===== src/rtl/core/fps_pkg.sv =====
// Shared types, class codes and the protocol classifier for flow protocol statistics.
`default_nettype none

package fps_pkg;

  localparam int CntW   = 64;
  localparam int SecW   = 32;
  localparam int MsecW  = 10;
  localparam int ProtoW = 8;
  localparam int AggrW  = 32;
  localparam int NumClasses = 4;
  localparam int ClassW = $clog2(NumClasses);

  typedef logic [ClassW-1:0] class_t;

  localparam class_t CLASS_ICMP  = 2'd0;
  localparam class_t CLASS_TCP   = 2'd1;
  localparam class_t CLASS_UDP   = 2'd2;
  localparam class_t CLASS_OTHER = 2'd3;

  localparam logic [ProtoW-1:0] PROTO_ICMP   = 8'd1;
  localparam logic [ProtoW-1:0] PROTO_TCP    = 8'd6;
  localparam logic [ProtoW-1:0] PROTO_UDP    = 8'd17;
  localparam logic [ProtoW-1:0] PROTO_ICMPV6 = 8'd58;

  localparam logic [SecW-1:0]  START_SEC_RESET  = '1;
  localparam logic [MsecW-1:0] START_MSEC_RESET = 10'd999;

  // One set of flow, packet and byte values (counters or increments)
  typedef struct packed {
    logic [CntW-1:0] flows;
    logic [CntW-1:0] packets;
    logic [CntW-1:0] bytes;
  } counters_t;

  // Timestamp as (seconds, milliseconds)
  typedef struct packed {
    logic [SecW-1:0]  sec;
    logic [MsecW-1:0] msec;
  } stamp_t;

  // Item held in the update stage
  typedef struct packed {
    class_t    cls;
    counters_t delta;
    stamp_t    start;
    stamp_t    stop;
  } upd_item_t;

  function automatic class_t pick_class(input logic [ProtoW-1:0] proto);
    class_t c;
    unique case (proto) inside
      PROTO_ICMP, PROTO_ICMPV6: c = CLASS_ICMP;
      PROTO_TCP:                c = CLASS_TCP;
      PROTO_UDP:                c = CLASS_UDP;
      default:                  c = CLASS_OTHER;
    endcase
    return c;
  endfunction

endpackage

`default_nettype wire


===== src/rtl/core/fps_front.sv =====
// Input stage: classifies the record and registers its counter increments.
`default_nettype none

module fps_front (
  input  wire logic                          clk,
  input  wire logic                          load,
  input  wire logic [fps_pkg::ProtoW-1:0]    protocol,
  input  wire logic [fps_pkg::AggrW-1:0]     aggregate_flows,
  input  wire logic [fps_pkg::CntW-1:0]      in_packets,
  input  wire logic [fps_pkg::CntW-1:0]      out_packets,
  input  wire logic [fps_pkg::CntW-1:0]      in_bytes,
  input  wire logic [fps_pkg::CntW-1:0]      out_octets,
  input  wire logic [fps_pkg::SecW-1:0]      start_sec,
  input  wire logic [fps_pkg::MsecW-1:0]     start_msec,
  input  wire logic [fps_pkg::SecW-1:0]      end_sec,
  input  wire logic [fps_pkg::MsecW-1:0]     end_msec,
  output fps_pkg::class_t                    cls_now,
  output fps_pkg::upd_item_t                 item
);
  import fps_pkg::*;

  upd_item_t item_next;

  always_comb begin
    item_next.cls           = pick_class(protocol);
    // zero aggregate counts as a single flow
    item_next.delta.flows   = (aggregate_flows != '0) ? CntW'(aggregate_flows) : CntW'(1);
    item_next.delta.packets = in_packets + out_packets;
    item_next.delta.bytes   = in_bytes + out_octets;
    item_next.start.sec     = start_sec;
    item_next.start.msec    = start_msec;
    item_next.stop.sec      = end_sec;
    item_next.stop.msec     = end_msec;
  end

  assign cls_now = item_next.cls;

  always_ff @(posedge clk) begin
    if (load) begin
      item <= item_next;
    end
  end

endmodule

`default_nettype wire


===== src/rtl/core/fps_class_mem.sv =====
// Per-class counter memory with registered read and per-entry valid bits.
`default_nettype none

module fps_class_mem (
  input  wire logic                 clk,
  input  wire logic                 rst,
  input  wire logic                 rd_en,
  input  wire fps_pkg::class_t      rd_addr,
  input  wire logic                 wr_en,
  input  wire fps_pkg::class_t      wr_addr,
  input  wire fps_pkg::counters_t   wr_data,
  output fps_pkg::counters_t        rd_data
);
  import fps_pkg::*;

  counters_t               mem [NumClasses];
  counters_t               rd_q;
  logic                    rd_ok;
  logic [NumClasses-1:0]   entry_valid;

  always_ff @(posedge clk) begin
    if (wr_en) begin
      mem[wr_addr] <= wr_data;
    end
    if (rd_en) begin
      rd_q <= mem[rd_addr];
    end
  end

  // entries not yet written read as zero
  always_ff @(posedge clk) begin
    if (rst) begin
      entry_valid <= '0;
      rd_ok       <= 1'b0;
    end else begin
      if (wr_en) begin
        entry_valid[wr_addr] <= 1'b1;
      end
      if (rd_en) begin
        rd_ok <= entry_valid[rd_addr];
      end
    end
  end

  assign rd_data = rd_ok ? rd_q : '0;

endmodule

`default_nettype wire


===== src/rtl/core/flow_protocol_statistics_core.sv =====
// Top level: flow protocol statistics with class counters kept in a small memory.
//
//  Channel | Handshake          | Payload
//  --------+--------------------+-------------------------------------------------
//  in      | in_valid/in_ready  | protocol, aggregate_flows, packets, bytes, times
//  out     | out_valid/out_ready| class_index, class and total counters, bounds
//
// One item per cycle sustained while out_ready is held high; an accepted item is
// registered in the update stage, then in the output register that drives out_valid.
// The class memory is read on accept and written back when the item leaves the update
// stage; a back to back item of the same class takes the value just written from the
// output register. Synchronous reset clears counters, time bounds and memory valid bits.
// The update stage holds while the output waits, and input is still taken while
// that stage is empty or moving on.
`default_nettype none

module flow_protocol_statistics_core (
  input  wire logic                          clk,
  input  wire logic                          rst,
  input  wire logic                          in_valid,
  output logic                               in_ready,
  input  wire logic [fps_pkg::ProtoW-1:0]    protocol,
  input  wire logic [fps_pkg::AggrW-1:0]     aggregate_flows,
  input  wire logic [fps_pkg::CntW-1:0]      in_packets,
  input  wire logic [fps_pkg::CntW-1:0]      out_packets,
  input  wire logic [fps_pkg::CntW-1:0]      in_bytes,
  input  wire logic [fps_pkg::CntW-1:0]      out_octets,
  input  wire logic [fps_pkg::SecW-1:0]      start_sec,
  input  wire logic [fps_pkg::MsecW-1:0]     start_msec,
  input  wire logic [fps_pkg::SecW-1:0]      end_sec,
  input  wire logic [fps_pkg::MsecW-1:0]     end_msec,
  output logic                               out_valid,
  input  wire logic                          out_ready,
  output logic [fps_pkg::ClassW-1:0]         class_index,
  output logic [fps_pkg::CntW-1:0]           class_flows,
  output logic [fps_pkg::CntW-1:0]           class_packets,
  output logic [fps_pkg::CntW-1:0]           class_bytes,
  output logic [fps_pkg::CntW-1:0]           total_flows,
  output logic [fps_pkg::CntW-1:0]           total_packets,
  output logic [fps_pkg::CntW-1:0]           total_bytes,
  output logic [fps_pkg::SecW-1:0]           earliest_sec,
  output logic [fps_pkg::MsecW-1:0]          earliest_msec,
  output logic [fps_pkg::SecW-1:0]           latest_sec,
  output logic [fps_pkg::MsecW-1:0]          latest_msec
);
  import fps_pkg::*;

  logic       in_take;
  logic       upd_valid;
  logic       upd_move;
  logic       fwd_hit;
  class_t     cls_now;
  upd_item_t  item;
  counters_t  mem_rd;
  counters_t  base;
  counters_t  cls_next;
  counters_t  total;
  counters_t  total_next;
  stamp_t     min_start;
  stamp_t     max_end;
  stamp_t     min_start_next;
  stamp_t     max_end_next;

  assign upd_move = upd_valid && (!out_valid || out_ready);
  assign in_ready = !upd_valid || upd_move;
  assign in_take  = in_valid && in_ready;

  fps_front u_front (
    .clk             (clk),
    .load            (in_take),
    .protocol        (protocol),
    .aggregate_flows (aggregate_flows),
    .in_packets      (in_packets),
    .out_packets     (out_packets),
    .in_bytes        (in_bytes),
    .out_octets      (out_octets),
    .start_sec       (start_sec),
    .start_msec      (start_msec),
    .end_sec         (end_sec),
    .end_msec        (end_msec),
    .cls_now         (cls_now),
    .item            (item)
  );

  fps_class_mem u_mem (
    .clk     (clk),
    .rst     (rst),
    .rd_en   (in_take),
    .rd_addr (cls_now),
    .wr_en   (upd_move),
    .wr_addr (item.cls),
    .wr_data (cls_next),
    .rd_data (mem_rd)
  );

  // read and write of the same class at one edge: memory returns the old value
  always_ff @(posedge clk) begin
    if (rst) begin
      upd_valid <= 1'b0;
      fwd_hit   <= 1'b0;
    end else begin
      if (in_take) begin
        upd_valid <= 1'b1;
        fwd_hit   <= upd_move && (item.cls == cls_now);
      end else if (upd_move) begin
        upd_valid <= 1'b0;
      end
    end
  end

  always_comb begin
    base.flows   = class_flows;
    base.packets = class_packets;
    base.bytes   = class_bytes;
    if (!fwd_hit) begin
      base = mem_rd;
    end
    cls_next.flows     = base.flows + item.delta.flows;
    cls_next.packets   = base.packets + item.delta.packets;
    cls_next.bytes     = base.bytes + item.delta.bytes;
    total_next.flows   = total.flows + item.delta.flows;
    total_next.packets = total.packets + item.delta.packets;
    total_next.bytes   = total.bytes + item.delta.bytes;

    min_start_next = min_start;
    if ((item.start.sec < min_start.sec) ||
        ((item.start.sec == min_start.sec) && (item.start.msec < min_start.msec))) begin
      min_start_next = item.start;
    end
    max_end_next = max_end;
    if ((item.stop.sec > max_end.sec) ||
        ((item.stop.sec == max_end.sec) && (item.stop.msec > max_end.msec))) begin
      max_end_next = item.stop;
    end
  end

  always_ff @(posedge clk) begin
    if (rst) begin
      total          <= '0;
      min_start.sec  <= START_SEC_RESET;
      min_start.msec <= START_MSEC_RESET;
      max_end        <= '0;
      out_valid      <= 1'b0;
    end else begin
      if (upd_move) begin
        total     <= total_next;
        min_start <= min_start_next;
        max_end   <= max_end_next;
        out_valid <= 1'b1;
      end else if (out_ready) begin
        out_valid <= 1'b0;
      end
    end
  end

  always_ff @(posedge clk) begin
    if (upd_move) begin
      class_index   <= item.cls;
      class_flows   <= cls_next.flows;
      class_packets <= cls_next.packets;
      class_bytes   <= cls_next.bytes;
      total_flows   <= total_next.flows;
      total_packets <= total_next.packets;
      total_bytes   <= total_next.bytes;
      earliest_sec  <= min_start_next.sec;
      earliest_msec <= min_start_next.msec;
      latest_sec    <= max_end_next.sec;
      latest_msec   <= max_end_next.msec;
    end
  end

endmodule

`default_nettype wire


===== config.mk =====
export PLATFORM = sky130hd
export DESIGN_NAME = flow_protocol_statistics_core
export DESIGN_NICKNAME = d
export VERILOG_FILES = /design/src/rtl/core/fps_pkg.sv /design/src/rtl/core/fps_front.sv /design/src/rtl/core/fps_class_mem.sv /design/src/rtl/core/flow_protocol_statistics_core.sv
export SDC_FILE = /design/constraint.sdc
export NUM_CORES = 2
export LEC_CHECK = 0
export ABC_AREA = 1
export BUFFER_PORTS_ARGS = -buffer_cell sky130_fd_sc_hd__buf_2
export CAP_MARGIN = 20
export CORE_MARGIN = 2
export CORE_UTILIZATION = 35
export CTS_BUF_LIST = sky130_fd_sc_hd__clkbuf_16
export DETAILED_ROUTE_END_ITERATION = 7
export SETUP_SLACK_MARGIN = 0.05
export SKIP_LAST_GASP = 1
export SYNTH_ARGS = -nofsm -noshare
export SYNTH_HDL_FRONTEND = slang
export SYNTH_HIERARCHICAL = 1
export SYNTH_SLANG_ARGS = --single-unit

===== constraint.sdc =====
create_clock -name clk -period 37.7 [get_ports clk]
set_input_delay 3.77 -clock clk [delete_from_list [all_inputs] [get_ports clk]]
set_output_delay 3.77 -clock clk [all_outputs]
set_load 0.02 [all_outputs]

* After elaboration in Yosys (flattened, before gate mapping)
Memories as Yosys holds them, arrays and structs flattened. A register that Yosys moved wholly into a read port is not among the register bits. Index checks and enable logic that the tools add are counted.
Cells by class: add/subtract/negate cells 8, order comparisons 7, equal/unequal tests 7, multiplexer cells 15, bitwise operators 1, reductions and logical operators 16
Operators by type and width (count):
- adder 64 bit | 8
- 2-to-1 mux 192 bit | 2
- 2-to-1 mux 42 bit | 2
- == test 32 bit | 2
- greater-than comparator 32 bit | 1
- < comparator 32 bit | 1
- nonzero test 32 bit | 1
- greater-than comparator 10 bit | 1
- < comparator 10 bit | 1
- == test 8 x 1 -> 1 bit, second input constant | 1
- == test 8 x 3 -> 1 bit, second input constant | 1
- == test 8 x 5 -> 1 bit, second input constant | 1
- == test 8 x 6 -> 1 bit, second input constant | 1
- 2-to-1 mux 1 bit | 8
- logical AND 1 bit | 6
- < comparator 2 x 3 -> 1 bit, second input constant | 2
- one-hot mux 2 bit (3 select lines) | 1
- logical OR 1 bit | 4
- bitwise OR 4 bit | 1
- nonzero test 2 bit | 2
- binary-select mux 1 bit (select 2 bit) | 1
- demux 1 bit (select 2 bit) | 1
- == test 2 bit | 1
- >= comparator 2 x 1 -> 1 bit, second input constant | 1
- other kinds (2) | 3
Storage, ports and cells: register bits after elaboration 1032, RAM bits 768, input port bits 384, output and inout port bits 472, word-level logic and storage cells 87, memories 1
Memories:
- u_mem.mem | depth 4, width 192, read ports 1, clocked after Yosys merged registers in 1, wr ports 1, RTL line fps_class_mem.sv:16 | counters_t mem [NumClasses];

* Depth between registers and ports, before layout
depth after elaboration 6, gate-level depth with buffers 19, gate-level depth less buffers 17

* By module
Netlist, hierarchy kept.
By module, submodules not included:
- flow_protocol_statistics_core | times used 1, cells an instance 9312, area an instance 61502.7 µm², sequential area each 19698.9 µm²
- fps_class_mem | times used 1, cells an instance 2485, area an instance 36030.8 µm², sequential area each 28927.7 µm²
- fps_front | times used 1, cells an instance 2919, area an instance 19786.5 µm², sequential area each 7387.1 µm²

* Worst setup path after synthesis
Ideal clock, no wire load.
kind in2reg, start point input port out_ready, end point memory u_mem/mem[3][0] (netlist name), enable pin, library setup time 0.538 ns, arrival 14.254 ns, required time 37.162 ns, slack 22.908 ns, cell stages on the path 9, buffers on the path 3, cells stage by stage inv_1 -> nand2_1 -> nand2_1 -> buf_2 -> inv_2 -> clkbuf_1 -> buf_2 -> nand3_1 -> inv_1
On the way: cells in the longest elaborated chain, start to end 4
RTL lines:
- start, declared | RTL line flow_protocol_statistics_core.sv:33 | input wire logic out_ready,
- logical OR 1 bit | RTL line flow_protocol_statistics_core.sv:64 | assign upd_move = upd_valid && (!out_valid || out_ready);
- logical AND 1 bit | RTL line flow_protocol_statistics_core.sv:64
- via upd_move | RTL line flow_protocol_statistics_core.sv:50 | logic upd_move;
- 2-to-1 mux 1 bit | RTL line fps_class_mem.sv:22 | if (wr_en) begin
- 2-to-1 mux 1 bit (not written as such) | RTL line fps_class_mem.sv:23 | mem[wr_addr] <= wr_data;
- end, declared | RTL line fps_class_mem.sv:16
The timed path passes the listed nets, and every way through them passes these cells.

* Worst setup path in the final report
start point input port out_ready, end point output port in_ready
On the way: cells in the longest elaborated chain, start to end 3
RTL lines:
- logical OR 1 bit | RTL line flow_protocol_statistics_core.sv:64
- logical AND 1 bit | RTL line flow_protocol_statistics_core.sv:64
- logical OR 1 bit | RTL line flow_protocol_statistics_core.sv:65 | assign in_ready = !upd_valid || upd_move;
- end, declared | RTL line flow_protocol_statistics_core.sv:21 | output logic in_ready,
Every way passes these cells.

==> results.toml <==
[run_status]
status = "finished clean"

[logic_synthesis]
ys_types = 52
synth-warning-count = 6
syn_area_per_cell_um2 = 7.97
synthCells = 14716
synth-seq-cells = 1960
synthesis.area_um2 = 117000
synth_top_area_frac = 0.429
ys_async_sr_fraction = 0
ys.flop_type = "edfxtp_1"
yosysSeqAreaShare = 0.477
synth_top_cell_by_area = "edfxtp_1"
synth_area_leaders = "edfxtp_1 (43%), nand2_1 (13%), inv_1 (8.3%)"
synth_edf_count = 1676

[detailed_routing]
route.met2.wl_mm = 195
wl_mm = 426
drtIter0Drc = 9751
wl_per_cell_um = 21.2
drc_errors = 0
topRoutingLayerUsed = "met5"
antenna_left = 0
first_pass_iters = 8
route.met3.wl_mm = 29.6
met1_length_mm = 186
avgViaCountPerCell = 4.94
vias = 99441

[critical_path]
endpoint_kind = "output pin"
reg2reg_depth = 12
r2r-start = "fwd_hit"
cp.arrival_ns = 4.19
crit_path_start_kind = "input pin"
critPathMaxFanout = 3
cp.required_ns = 33.93
reg2reg_setup_slack_ns = 31.98
timing.rr.end = "class_flows[26]"
path_class = "in -> out"

[timing]
slew_violations = 0
period_minus_slack_ns = 7.96
fmax_ghz = 0.126
slew_headroom = 0.185
hold_viol = 0
skew_ns = 0.0678
setup_viol = 0
fin_crit_sh = 0.211
rsz0062_at_grt = "false"
final.setup.tns_ns = 0
worst_slew_pin_slew_ns = 1.21

[grt]
grt_pass1_vias = 92348
overflow = 0
grt_pass1_wl_mm = 609
grt.total_usage = 0.242
grt_max_degree = 183
grt_antenna_before_repair = 36

[clocking]
htreeDepth = 4
clk_latency_ns = 0.92
clockBufferDepth = 4
cts_resized = 0
clk_pin_slew_ns = 0.06
cts_tree = "yes"
cts_sinks = 1960
cts-hold-fix-buffers = 0
post_cts.repair.setup_buffers = 0
cts_made_buffers = 223
root_buffer = "clkbuf_16"

[power_and_ir_drop]
power_density_nw_per_um2 = 48.3
ir_drop_v = 0.0000372
p_leak_uw = 0.0642

[placement]
port_buffers = 855
dp_hpwl_mm = 329
placedCellCount = 19696
routabilityCongestion = 1.00

[layout]
drive_gt1_frac = 0.0999
fillers = 34146
final_cells = 20130
area_delta_synth_final_pct = 13.5
layout_commonest_cell = "nand2_1"
final_cell_mix = "nand2_1 (4189), inv_1 (2621), nor2_1 (1754)"
finalNetCount = 16513
multiInputGateArea_um2 = 49700
seqCellArea_um2 = 56000

[die]
rows = 212
dieArea_um2 = 340000
die_x_um = 583
die_h_um = 583
ios = 856
start_util = 0.352
core-area_um2 = 333000

[worst_hold_path]
min_path_cells = 2
worst_hold_path.endpoint = "min_start[24]"
min_path_type = "reg -> reg"
min-delay-start = "min_start[24]"

[run]
maxCapViolations = 0
final cells by class:
class                   instances  share of cell area
diodes                         18            0.000338
clock buffers                 226              0.0425
clock inverters               190              0.0126
inverters                    2605              0.0739
multi-input cells            9832               0.373
flip-flops and latches       1960               0.421
well taps                    4387              0.0412
repair buffers                912              0.0356
through the flow:
stage / hold WS (ns) / area (um2) / total power [uW] / setup WS (ns) / util
final: 0.467 / 133000 / 6430 / 29.74 / 0.399
after global placement: 0.448 / 126000 / 4250 / 29.65 / 0.377
after CTS: 0.469 / 133000 / 6460 / 29.73 / 0.399
after floorplan: 0.440 / 117000 / 3670 / 22.91 / -
after global routing: 0.484 / 133000 / 6720 / 29.69 / 0.399
after detailed placement: 0.453 / 126000 / 4250 / 29.59 / 0.377
how the worst max path moves through the flow:
| stage | cells past startpoint | startpoint | endpoint | slack (ns) |
|---|---|---|---|---|
| after floorplan | 9 | out_ready | u_mem/mem[3][0] | 22.91 |
| after global placement | 12 | protocol[2] | u_mem/rd_q[169] | 29.65 |
| after detailed placement | 12 | protocol[2] | u_mem/rd_q[154] | 29.59 |
| after CTS | 4 | out_ready | in_ready | 29.73 |
| after global routing | 4 | out_ready | in_ready | 29.69 |
| final | 4 | out_ready | in_ready | 29.74 |
sequential cells by signal, summed over array words and instances (netlist names), 192 cells and up:
signal and count:
total 192, u_mem/rd_q 192, u_front/item 246, u_mem/mem 768
cells by family (layout without fill, tap and decap cells):
family,Yosys count,count (layout),synth area share
other cells,1,50,0.0000320
simple gates,7000,7000,0.240
mux,192,192,0.0184
compound gates,1731,1731,0.0796
xor+xnor,282,282,0.0211
flops,1960,1960,0.477
fa+ha+maj,595,595,0.0640
buf+inv,2955,3933,0.0999
where the power goes:
part / internal [uW] / switching (uW) / total, uW
Sequential: 2630 / 128 / 2760
Combinational: 412 / 1070 / 1480
Clock: 1240 / 955 / 2190
worst max-delay path: stages:
cell	delay (ns)
buf_2	0.09
inv_1	0.06
nand3_1	0.10
buf_2	0.18
cell usage after synthesis, types with 9 or more instances:
master	n
nand3b_1	20
a21o_1	39
inv_1	2595
nor2_1	1754
nand2_2	40
a21boi_0	17
xor2_1	244
o21ai_1	101
nor3_1	108
clkbuf_1	164
nor4_1	14
nand4_1	87
and2_1	44
buf_4	42
buf_6	38
nand2_1	4192
nor2_2	36
o22ai_1	192
ha_1	587
buf_2	91
a21oi_1	640
o211ai_1	9
o21a_1	23
edfxtp_1	1676
nand3_1	671
o21ai_0	626
o21bai_1	69
nand3_2	18
mux2_2	189
dfxtp_1	284
clkbuf_2	10
xnor2_1	38
metal layers:
metal,vias up,track usage
met3,550,0.0332
met5,-,0
met4,4,0.0829
met2,3477,0.393
li1,48956,-
met1,46454,0.329
Note: power is estimated with default switching activity, not from simulation.
